`config.mk`:
```
export PLATFORM = sky130hd
export DESIGN_NAME = lru_key_value_cache
export DESIGN_NICKNAME = d
export VERILOG_FILES = /design/src/rtl/lkvc_pkg.sv /design/src/rtl/lkvc_cell.sv /design/src/rtl/lru_key_value_cache.sv
export VERILOG_INCLUDE_DIRS = /design/src /design/src/rtl
export SDC_FILE = /design/constraint.sdc
export NUM_CORES = 1
export LEC_CHECK = 0
export BUFFER_PORTS_ARGS = -buffer_cell sky130_fd_sc_hd__buf_4
export CAP_MARGIN = 20
export CORE_ASPECT_RATIO = 1.1
export CORE_MARGIN = 2
export CORE_UTILIZATION = 40
export CTS_CLUSTER_DIAMETER = 60
export CTS_CLUSTER_SIZE = 20
export DETAILED_ROUTE_END_ITERATION = 6
export GPL_ROUTABILITY_DRIVEN = 0
export HOLD_SLACK_MARGIN = 0.15
export PLACE_DENSITY = 0.52
export SLEW_MARGIN = 20
export SYNTH_ARGS = -nofsm -noshare
export SYNTH_HDL_FRONTEND = slang
export SYNTH_SLANG_ARGS = --single-unit
```
`constraint.sdc`:
```
create_clock -name clock -period 13.1 [get_ports clock]
set_clock_uncertainty 0.05 [all_clocks]
set_input_delay 0.655 -clock clock [delete_from_list [all_inputs] [get_ports clock]]
set_output_delay 0.655 -clock clock [all_outputs]
set_load 0.1 [all_outputs]
```
`src/rtl/lru_key_value_cache_macros.svh`:
```
// ----------------------------------------------------------------------------
// lru key/value cache assertion macros
// shared property forms for the cache checks, clocked on clock, reset on reset
// ----------------------------------------------------------------------------
`ifndef LRU_KEY_VALUE_CACHE_MACROS_SVH
`define LRU_KEY_VALUE_CACHE_MACROS_SVH

// condition holds at every edge outside reset
`define LKVC_CHECK(label, expr, msg) \
   label: assert property (@(posedge clock) disable iff (reset) (expr)) else $error(msg);

// antecedent this edge implies consequent at the next edge
`define LKVC_CHECK_NEXT(label, ante, cons, msg) \
   label: assert property (@(posedge clock) disable iff (reset) (ante) |=> (cons)) \
      else $error(msg);

`endif

```
`src/rtl/lkvc_pkg.sv`:
```
// ----------------------------------------------------------------------------
// lkvc_pkg
// types and constants shared by the lru cache cells and the top level
// ----------------------------------------------------------------------------
package lkvc_pkg;

   localparam int KEY_W = 32;
   localparam int VAL_W = 32;
   localparam int CAP_W = 5;

   localparam logic MODE_GET = 1'b0;
   localparam logic MODE_PUT = 1'b1;

   localparam logic [CAP_W-1:0] CAPACITY_RESET = 5'd16;
   localparam logic [VAL_W-1:0] MISS_VALUE     = 32'hFFFF_FFFF;

   // one stored entry, moves toward the tail as entries age
   typedef struct packed {
      logic             valid;
      logic [KEY_W-1:0] key;
      logic [VAL_W-1:0] value;
   } entry_type;

   // signals rippling from head to tail during the update cycle
   typedef struct packed {
      logic             pass;
      logic             hit;
      logic [VAL_W-1:0] hit_value;
   } chain_type;

   // control broadcast to every cell
   typedef struct packed {
      logic compare;
      logic commit;
      logic evict;
   } ctl_type;

endpackage

```
`src/rtl/lkvc_cell.sv`:
```
// ----------------------------------------------------------------------------
// lkvc_cell
// one recency slot: holds an entry, compares its key, shifts from its neighbor
// ----------------------------------------------------------------------------
module lkvc_cell import lkvc_pkg::*; (
   input  logic             clock,
   input  logic             reset,
   input  ctl_type          ctl,
   input  logic [KEY_W-1:0] req_key,
   input  entry_type        up_entry,
   input  logic             down_valid,
   input  chain_type        chain_in,
   output chain_type        chain_out,
   output entry_type        entry,
   output logic             match
);

   logic             valid_ff;
   logic [KEY_W-1:0] key_ff;
   logic [VAL_W-1:0] value_ff;
   logic             match_ff;
   logic             match_in;
   logic             stop;
   logic             load;

   assign match_in = valid_ff && (key_ff == req_key);

   // a hit ends the shift here; on eviction the last valid slot is dropped
   assign stop = match_ff || (ctl.evict && valid_ff && !down_valid);
   assign load = ctl.commit && chain_in.pass;

   assign chain_out.pass      = chain_in.pass && !stop;
   assign chain_out.hit       = chain_in.hit || match_ff;
   assign chain_out.hit_value = chain_in.hit_value | (match_ff ? value_ff : '0);

   always_ff @(posedge clock) begin
      if (reset) begin
         valid_ff <= 1'b0;
         match_ff <= 1'b0;
      end else begin
         if (ctl.compare) begin
            match_ff <= match_in;
         end
         if (load) begin
            valid_ff <= up_entry.valid;
         end
      end
   end

   always_ff @(posedge clock) begin
      if (load) begin
         key_ff   <= up_entry.key;
         value_ff <= up_entry.value;
      end
   end

   assign entry.valid = valid_ff;
   assign entry.key   = key_ff;
   assign entry.value = value_ff;
   assign match       = match_ff;

endmodule

```
`src/rtl/lru_key_value_cache.sv`:
```
// ----------------------------------------------------------------------------
// lru_key_value_cache
// a get's response is registered when the update state finishes, after the compare state
// one request at a time (accept, compare, shift); a new request is taken only in idle, later while a response waits
// reset: cache empty, entry count zero, capacity 16; no clearing pass
// ----------------------------------------------------------------------------
`include "lru_key_value_cache_macros.svh"

module lru_key_value_cache import lkvc_pkg::*; #(
   parameter int ENTRIES = 16
) (
   input  logic                    clock,
   input  logic                    reset,
   // configuration
   input  logic                    csr_write_enable,
   input  logic [CAP_W-1:0]        csr_write_data,
   // request channel
   input  logic                    req_valid,
   output logic                    req_ready,
   input  logic                    req_mode,
   input  logic signed [KEY_W-1:0] req_key,
   input  logic signed [VAL_W-1:0] req_value,
   // response channel
   output logic                    rsp_valid,
   input  logic                    rsp_ready,
   output logic                    rsp_found,
   output logic signed [VAL_W-1:0] rsp_read_value
);

   // count holds 0..ENTRIES; compare width covers both count and capacity
   localparam int CNT_W = $clog2(ENTRIES + 1);
   localparam int CMP_W = (CNT_W > CAP_W) ? CNT_W : CAP_W;

   // sequencer codes
   localparam logic [1:0] S_IDLE = 2'd0;  // waiting for a request transfer
   localparam logic [1:0] S_CMP  = 2'd1;  // every cell compares its key
   localparam logic [1:0] S_UPD  = 2'd2;  // shift the row, load the response

   logic [1:0]       state_ff, state_in;
   logic [CAP_W-1:0] capacity_ff;
   logic [CNT_W-1:0] count_ff;
   logic             mode_ff;
   logic [KEY_W-1:0] key_ff;
   logic [VAL_W-1:0] value_ff;
   logic             rsp_valid_ff;
   logic             rsp_found_ff;
   logic [VAL_W-1:0] rsp_value_ff;

   logic             req_xfer;
   logic             is_put;
   logic             upd_done;
   logic             hit_any;
   logic [VAL_W-1:0] hit_value;
   logic [CMP_W-1:0] cap_raw;
   logic [CMP_W-1:0] cap_eff;
   logic             full;
   ctl_type          ctl;
   entry_type        head_entry;

   // row wiring: cell 0 is the most recent entry, the tail the least recent
   chain_type        chain [ENTRIES+1];
   entry_type        cell_entry [ENTRIES];
   entry_type        up_entry [ENTRIES];
   logic [ENTRIES-1:0] down_valid;
   logic [ENTRIES-1:0] valid_vec;
   logic [ENTRIES-1:0] match_vec;

   assign req_xfer = req_valid && req_ready;
   assign req_ready = (state_ff == S_IDLE);
   assign is_put = (mode_ff == MODE_PUT);

   // a get may only finish once the response register is free
   assign upd_done = (state_ff == S_UPD) && (is_put || !rsp_valid_ff || rsp_ready);

   // effective capacity: zero acts as one, above the row size acts as the row size
   assign cap_raw = CMP_W'(capacity_ff);
   always_comb begin
      cap_eff = cap_raw;
      if (cap_raw == '0) begin
         cap_eff = CMP_W'(1);
      end else if (cap_raw > CMP_W'(ENTRIES)) begin
         cap_eff = CMP_W'(ENTRIES);
      end
   end
   assign full = CMP_W'(count_ff) >= cap_eff;

   // hit result comes off the end of the ripple chain
   assign hit_any   = chain[ENTRIES].hit;
   assign hit_value = chain[ENTRIES].hit_value;

   // the row moves on every put, and on a get only when it hits
   assign ctl.compare = (state_ff == S_CMP);
   assign ctl.commit  = upd_done && (is_put || hit_any);
   assign ctl.evict   = is_put && full;

   // new head: the request key, with the put value or the value just read
   assign head_entry.valid = 1'b1;
   assign head_entry.key   = key_ff;
   assign head_entry.value = is_put ? value_ff : hit_value;

   assign chain[0].pass      = 1'b1;
   assign chain[0].hit       = 1'b0;
   assign chain[0].hit_value = '0;

   for (genvar g = 0; g < ENTRIES; g++) begin : g_cell
      if (g == 0) begin : g_head
         assign up_entry[g] = head_entry;
      end else begin : g_body
         assign up_entry[g] = cell_entry[g-1];
      end
      if (g == ENTRIES - 1) begin : g_tail
         assign down_valid[g] = 1'b0;
      end else begin : g_inner
         assign down_valid[g] = cell_entry[g+1].valid;
      end
      assign valid_vec[g] = cell_entry[g].valid;

      lkvc_cell u_cell (
         .clock      (clock),
         .reset      (reset),
         .ctl        (ctl),
         .req_key    (key_ff),
         .up_entry   (up_entry[g]),
         .down_valid (down_valid[g]),
         .chain_in   (chain[g]),
         .chain_out  (chain[g+1]),
         .entry      (cell_entry[g]),
         .match      (match_vec[g])
      );
   end

   // sequencer
   always_comb begin
      state_in = state_ff;
      case (state_ff)
         S_IDLE: begin
            if (req_xfer) begin
               state_in = S_CMP;
            end
         end
         S_CMP: begin
            state_in = S_UPD;
         end
         S_UPD: begin
            if (upd_done) begin
               state_in = S_IDLE;
            end
         end
         default: begin
            state_in = S_IDLE;
         end
      endcase
   end

   always_ff @(posedge clock) begin
      if (reset) begin
         state_ff     <= S_IDLE;
         capacity_ff  <= CAPACITY_RESET;
         count_ff     <= '0;
         rsp_valid_ff <= 1'b0;
      end else begin
         state_ff <= state_in;
         if (csr_write_enable) begin
            capacity_ff <= csr_write_data;
         end
         // only an insert into a free slot grows the count
         if (ctl.commit && is_put && !hit_any && !full) begin
            count_ff <= count_ff + CNT_W'(1);
         end
         if (upd_done && !is_put) begin
            rsp_valid_ff <= 1'b1;
         end else if (rsp_ready) begin
            rsp_valid_ff <= 1'b0;
         end
      end
   end

   // request and response payload registers
   always_ff @(posedge clock) begin
      if (req_xfer) begin
         mode_ff  <= req_mode;
         key_ff   <= req_key;
         value_ff <= req_value;
      end
      if (upd_done && !is_put) begin
         rsp_found_ff <= hit_any;
         rsp_value_ff <= hit_any ? hit_value : MISS_VALUE;
      end
   end

   assign rsp_valid      = rsp_valid_ff;
   assign rsp_found      = rsp_found_ff;
   assign rsp_read_value = rsp_value_ff;

   // keys are unique among valid cells, so at most one cell hits
   `LKVC_CHECK(a_single_hit, $onehot0(match_vec), "more than one cell matched the key")
   // valid cells always form an unbroken run from the head
   `LKVC_CHECK(a_valid_prefix, ((valid_vec >> 1) & ~valid_vec) == '0, "gap in valid cells")
   // entry count tracks the number of valid cells
   `LKVC_CHECK(a_count_match, $countones(valid_vec) == int'(count_ff), "count out of step")
   // a finished get always leaves a response waiting
   `LKVC_CHECK_NEXT(a_get_response, upd_done && !is_put, rsp_valid_ff, "get gave no response")

endmodule
```
==> key figures, run 1 <==
Status
  – Status: complete, no violations

CTS
  – CTS tree: done
  – Setup bufs post-CTS: 0
  – CTS buffer count: 98
  – CTS clk-pin slew, worst paths: roughly 70 ps
  – Clock sink total: 1,167
  – CTS resizes: 0
  – Worst skew pair latency: just over 700 ps
  – H-tree Lvls: 3
  – Max Root-Sink Buffers: 3
  – Clock root cell: clkbuf_16

Detailed routing
  – Vias: about 25k
  – Initial DRC Count: between 2k and 3k
  – Via density: 5.58
  – DR DRC count: 0
  – First drt pass iteration count: 7
  – Antenna viol nets, final: 0
  – DR WL/cell: between 20 and 30 um
  – Post-Route WL: 128,000 um

GRT
  – GRT Total Usage: a little over a fifth
  – Antenna violations before repair: 0
  – Number of global-route vias before repair: 26.0k
  – Largest net degree at the start of global routing: slightly below 80
  – First-pass GRT wire length: about 180,000 um
  – Gr ovfl total: 0

Die
  – Die W: about 320 um
  – Die ar.: ~120,000 um2
  – Cell Rows: between 100 and 150
  – Chip Height: 356 um
  – Starting Density: 40.3%
  – Core ar.: about 110,000 um2
  – Io pins: 110

Final layout
  – Final Util: 46.5%
  – Antenna cells: 0
  – # fillers: around 9.5k
  – Footprint of the multi-input gates: about 9900 um2
  – Fraction of layout cells with a size suffix above 1: about 14%
  – Nets: 2,955
  – Area Growth Syn to Fin: 15.5%
  – Reg area: 34,600 um2

Placed design
  – Post-DP HPWL: around 80,000 um
  – Dpl ws: 7040 ps
  – IO Port Bufs: ~110

Timing
  – Hold slack: about 220 ps
  – FMAX: about 180 MHz
  – RSZ-0062 raised after global routing: false
  – Hold Fails Final Rpt: 0
  – Setup slack after layout: roughly 7600 ps
  – Final period util: 42.0%
  – Final Max Tran Viols: 0
  – Slew of the pin with the lowest slew margin: between 1000 and 1500 ps
  – Setup TNS: 0 ps
  – Setup violators final: 0
  – Slew HR: between 20% and 30%
  – Post-layout min period: between 5000 and 6000 ps

Logic synthesis
  – Synth Warn #: 0
  – Syn_nets: ~2.8k
  – Seq/Total Area, Yosys: approximately three quarters
  – Top FF cell, synth: edfxtp_1
  – Post-synth EDFFs: 1,122
  – Netlist cell types: 61
  – Mapped Area: around 45,000 um2
  – Syn Area/Cell: ~17 um2
  – Share of synthesized registers carrying an async set or reset: 0%
  – Synth Register Bits: ~1.2k
  – Post-synthesis cell count: 2,671

Pwr
  – LEAKAGE: between 15 and 20 nW
  – Peak supply drop: ~0.12 mV
  – PD cells: between 100 and 150 nW/um2

Setup path
  – CP Capture Type: flop
  – FF-to-FF Start: cap_raw[1]
  – Data required, critical path: 13,350 ps
  – Arr. time, crit path: 5750 ps
  – Kind of critical path: flop to flop
  – Crit-path max FO: slightly below 80
  – Crit. Startpoint: cap_raw[1]
  – Startpoint Class: flop

Worst hold path
  – Hold WC Path Type: input pin to flop
  – Worst hold start: csr_write_enable

Flow run
  – MaxCap Viol Count: 0
==> area by class of cell <==
type	instances	area share, %
Multi-Input combinational cell	1311	19.0
Inverter	44	0.331
Sequential cell	1167	66.3
Clock inverter	78	1.79
Timing Repair Buffer	252	4.08
Tap cell	1506	3.61
Clock buffer	103	4.86
==> cells in the final DEF, fill, tap and decap left out, types with 13 or more instances in the layout <==
cell              n
mux2i_1          43
nor4_1          100
xor2_1          321
edfxtp_1       1122
dfxtp_2          16
clkbuf_16       101
buf_4           178
a22oi_1         180
inv_1            41
a221oi_1         38
xnor2_1         193
dfxtp_1          29
a21oi_1          29
inv_6            33
nand2_1          59
dlygate4sd3_1    71
nor2b_1          13
clkinv_8         13
a22o_1           38
nand3_1          43
nand4_1         110
nor2_1           62
==> stage by stage <==
| step | power (mW) | std cells | instance area, um2 |
|---|---|---|---|
| 2_1_floorplan | 4.41 | 2671 | 45200 |
| 3_3_place_gp | 4.54 | 4206 | 47900 |
| 3_5_place_dp | 4.54 | 4207 | 47900 |
| 4_1_cts | 7.69 | 4459 | 52100 |
| 5_1_grt | 7.85 | 4461 | 52200 |
| 6_report | 7.62 | 4461 | 52200 |
==> layer usage <==
| layer | up-vias | global-route usage [%] | part of all wire (%) |
|---|---|---|---|
| li1 | 10700 | - | - |
| met1 | 12900 | 28.5 | 41 |
| met2 | 1025 | 37.5 | 50 |
| met3 | 240 | 2.82 | 5.7 |
| met4 | 0 | 7.98 | 3.4 |
| met5 | - | 0 | 0 |
==> critical path: stages (launching register included) <==
cell and delay (ps):
dfxtp_1 330, nor3_1 190, nor2_1 60, nor2_1 120
ha_1 240, nor2b_1 150, o211a_1 400, nor3_1 220
or4_1 770, clkinv_4 690, and3_4 320, buf_4 350
o311a_4 270, buf_4 770
==> logic make-up (layout without fill, tap and decap cells) <==
group / Yosys count / in the layout / synth area share [%]
muxes: 45 / 45 / 1.00
AOI/OAI and AO/OA: 319 / 319 / 5.40
adders and majority gates: 6 / 6 / 0.166
xor gates and xnor gates: 514 / 514 / 9.97
DFF: 1167 / 1167 / 76.6
buffers and inverters: 193 / 477 / 1.67
and+or+nand+nor: 427 / 427 / 5.18
==> report_power, final <==
part	total, mW	internal, mW	switching (mW)
clock network	3.16	1.60	1.56
registers	4.16	4.12	0.0402
logic	0.308	0.109	0.199
==> path summary, 6_finish.rpt <==
path / to / slack (ps) / cells after the start
min: cap_raw[4] / 220 / 2
max reg2reg: g_cell[15].u_cell.key_ff[29] / 7600 / 13
min reg2reg: g_cell[4].u_cell.value_ff[0] / 390 / 0
max: g_cell[15].u_cell.key_ff[29] / 7600 / 13
==> cell usage after synthesis (all sizes together), types with 38 or more instances <==
cell / count / area, um2
nor2: 64 / 240
buf: 44 / 190
inv: 43 / 161
clkbuf: 105 / 394
edfxtp: 1122 / 33700
nor4: 101 / 647
dfxtp: 45 / 901
mux2i: 43 / 430
a221oi: 38 / 333
nand4: 110 / 688
a22o: 38 / 333
nand3: 43 / 215
nand2: 59 / 221
xnor2: 193 / 1690
xor2: 321 / 2810
a22oi: 180 / 1350
==> timing repair <==
item                                   CTS  global route
hold buffers                            71             0
endpoints found under the hold margin   71             0
setup endpoints to repair                0             0
==> flip-flops by register name (all words and copies together), names as in the netlist, 16 cells and up <==
signal,cells
g_cell.u_cell.valid_ff,16
g_cell.u_cell.key_ff,512
key_ff,32
rsp_read_value,32
g_cell.u_cell.match,16
g_cell.u_cell.value_ff,512
value_ff,32
No activity file was read; power rests on OpenSTA's default activity.
==> run 2: changes to the inputs <==
==> constraint.sdc (replaced) <==
create_clock -name clock -period 5.24 [get_ports clock]
set_clock_uncertainty 0.05 [all_clocks]
set_input_delay 0.262 -clock clock [delete_from_list [all_inputs] [get_ports clock]]
set_output_delay 0.262 -clock clock [all_outputs]
set_load 0.1 [all_outputs]
==> run 2 against run 1 <==
Compared with the run above:
- setup slack worse by 6600 ps
- non-clock buffer count up 30
- sequential power rose to 2.5 times the previous value
- wire length grew 0.92%
- final cell count grew 0.56%
- critical endpoint is now g_cell[15].u_cell.key_ff[26]
- largest power group unchanged
==> key figures, run 2 (same netlist as run 1, synthesis figures left out) <==
CTS
  – CTS clk-pin slew, worst paths: 80 ps (about the same)
  – H-tree Lvls: 3 (unchanged)
  – Max Root-Sink Buffers: 3 (unchanged)
  – Clock root cell: clkbuf_16
  – Clock sink total: 1,167 (unchanged)
  – CTS buffer count: 95 (-3.1%)
  – Setup bufs post-CTS: 0 (unchanged)
  – CTS tree: done
  – Worst skew pair latency: 710 ps (about the same)
  – Hold_buf cts: 83 (+17%)
  – CTS resizes: 0 (unchanged)

Timing
  – Slew of the pin with the lowest slew margin: 1080 ps (-86.1 ps)
  – Final Max Tran Viols: 0 (unchanged)
  – FMAX: 237 MHz (+30%)
  – RSZ-0062 raised after global routing: false
  – Post-layout min period: 4220 ps (-1270 ps)
  – Setup violators final: 0 (unchanged)
  – Hold Fails Final Rpt: 0 (unchanged)
  – Setup TNS: 0 ps (unchanged)
  – Final period util: 80.6% (+39 points)
  – Slew HR: 28.1% (+5.6 points)

Die
  – Cell Rows: 129 (unchanged)
  – Core ar.: 112,000 um2 (unchanged)
  – Starting Density: 40.3% (unchanged)
  – Die ar.: 116,000 um2 (unchanged)
  – Io pins: 110 (unchanged)
  – Die W: 324 um (unchanged)
  – Chip Height: 356 um (unchanged)

Setup path
  – Crit. Startpoint: cap_raw[4]
  – Register-to-Register Path Depth: 11 (-2)
  – FF-to-FF Start: cap_raw[4]
  – Worst Setup EP: g_cell[15].u_cell.key_ff[26]
  – Reg-to-Reg End: g_cell[15].u_cell.key_ff[26]
  – Arr. time, crit path: 4450 ps (-1300 ps)
  – Crit-path max FO: 64 (-18%)
  – Kind of critical path: flop to flop
  – Worst R2R Setup Slack: 1020 ps (-6590 ps)
  – CP Capture Type: flop
  – Startpoint Class: flop
  – Data required, critical path: 5470 ps (-7880 ps)

GRT
  – First-pass GRT wire length: 186,000 um (+0.92%)
  – Antenna violations before repair: 1 (+1)
  – Largest net degree at the start of global routing: 65 (-18%)
  – Number of global-route vias before repair: 26.2k (+0.89%)
  – Gr ovfl total: 0 (unchanged)
  – GRT Total Usage: 22.1% (+0.26 points)

Flow run
  – MaxCap Viol Count: 0 (unchanged)

Final layout
  – Fraction of layout cells with a size suffix above 1: 14.1% (+0.29 points)
  – Antenna cells: 0 (unchanged)
  – Reg area: 34,600 um2 (about the same)
  – # fillers: 9,590 (+0.45%)
  – Footprint of the multi-input gates: 9960 um2 (+0.53%)
  – Nets: 2,982 (+0.91%)
  – Area Growth Syn to Fin: 16.0%
  – Commonest non-fill, non-tap cell in the layout: edfxtp_1
  – Largest regs: g_cell.u_cell.key_ff (512), g_cell.u_cell.value_ff (512)
  – Commonest non-fill, non-tap cells in the layout: 1,122 x edfxtp_1, 321 x xor2_1, 193 x xnor2_1
  – Post-route cell area: 52,400 um2 (+0.39%)

Placed design
  – Post-DP HPWL: 82,900 um (+3.9%)
  – IO Port Bufs: 109 (unchanged)
  – Placed Area: 48,200 um2 (+0.60%)

Detailed routing
  – DR DRC count: 0 (unchanged)
  – Post-Route WL: 129,000 um (+0.92%)
  – Via density: 5.56 (-0.32%)
  – Antenna viol nets, final: 0 (unchanged)
  – Vias: 24.9k (+0.24%)
  – Initial DRC Count: 2,735 (-3.6%)
  – First drt pass iteration count: 6 (-1)
  – DR WL/cell: 28.8 um (+0.36%)

Pwr
  – PD cells: 359 nW/um2 (+150%)
  – LEAKAGE: 16.8 nW (+0.47%)
  – Peak supply drop: 0.248 mV (+110%)

Status
  – Status: complete, no violations

Worst hold path
  – Hold WC Path Type: input pin to flop
run 2: routing by layer:
layer  GRT usage [%]  wire length [um]  vias up
li1                -                 -    10800
met1            28.6             52000    12800
met2            37.7             64000     1123
met3            3.56              8700      235
met4            8.14              4420        2
met5               0                 7        -
run 2: worst min path at each step:
stage | endpoint | depth (start not counted) | slack, ps | from
global placement | g_cell[5].u_cell.value_ff[8] | 0 | 380 | g_cell[4].u_cell.value_ff[8]
detailed placement | g_cell[5].u_cell.value_ff[10] | 0 | 390 | g_cell[4].u_cell.value_ff[10]
CTS | key_ff[26] | 2 | 160 | req_key[26]
global route | key_ff[26] | 2 | 200 | req_key[26]
floorplan | is_put | 0 | 310 | req_mode
finish | key_ff[26] | 2 | 210 | req_key[26]
run 2: cell type report:
| cell class | count | area share (%) |
|---|---|---|
| clock buffer | 101 | 4.62 |
| clock inverter | 75 | 1.71 |
| inverter | 44 | 0.334 |
| multi-input combinational | 1311 | 19.0 |
| sequential | 1167 | 66.1 |
| tap | 1506 | 3.60 |
| timing repair buffer | 282 | 4.63 |
run 2: power breakdown:
group | internal (mW) | switching, mW
clock | 3.77 | 3.82
combinational | 0.290 | 0.456
sequential | 10.3 | 0.152
run 2: worst max-delay path, stage by stage, from the launching register on:
cell and delay (ps):
dfxtp_1 320, inv_1 140, nand2_1 90, ha_1 290
a21oi_1 200, o211a_1 460, nor3_4 140, or4_1 780
clkinv_4 390, and3_4 300, o311a_4 210, buf_12 390
run 2: metrics by stage:
stage | power [mW] | cells | setup WS (ps) | hold slack (ps) | utilization (%)
6_report | 18.8 | 4486 | 1020 | 212 | 46.7
5_1_grt | 19.3 | 4486 | 890 | 202 | 46.7
4_1_cts | 19.0 | 4486 | 1020 | 162 | 46.7
3_5_place_dp | 11.4 | 4227 | 1080 | 385 | 43.0
3_3_place_gp | 11.4 | 4227 | 1070 | 379 | 43.0
2_1_floorplan | 11.0 | 2671 | -2070 | 311 | -
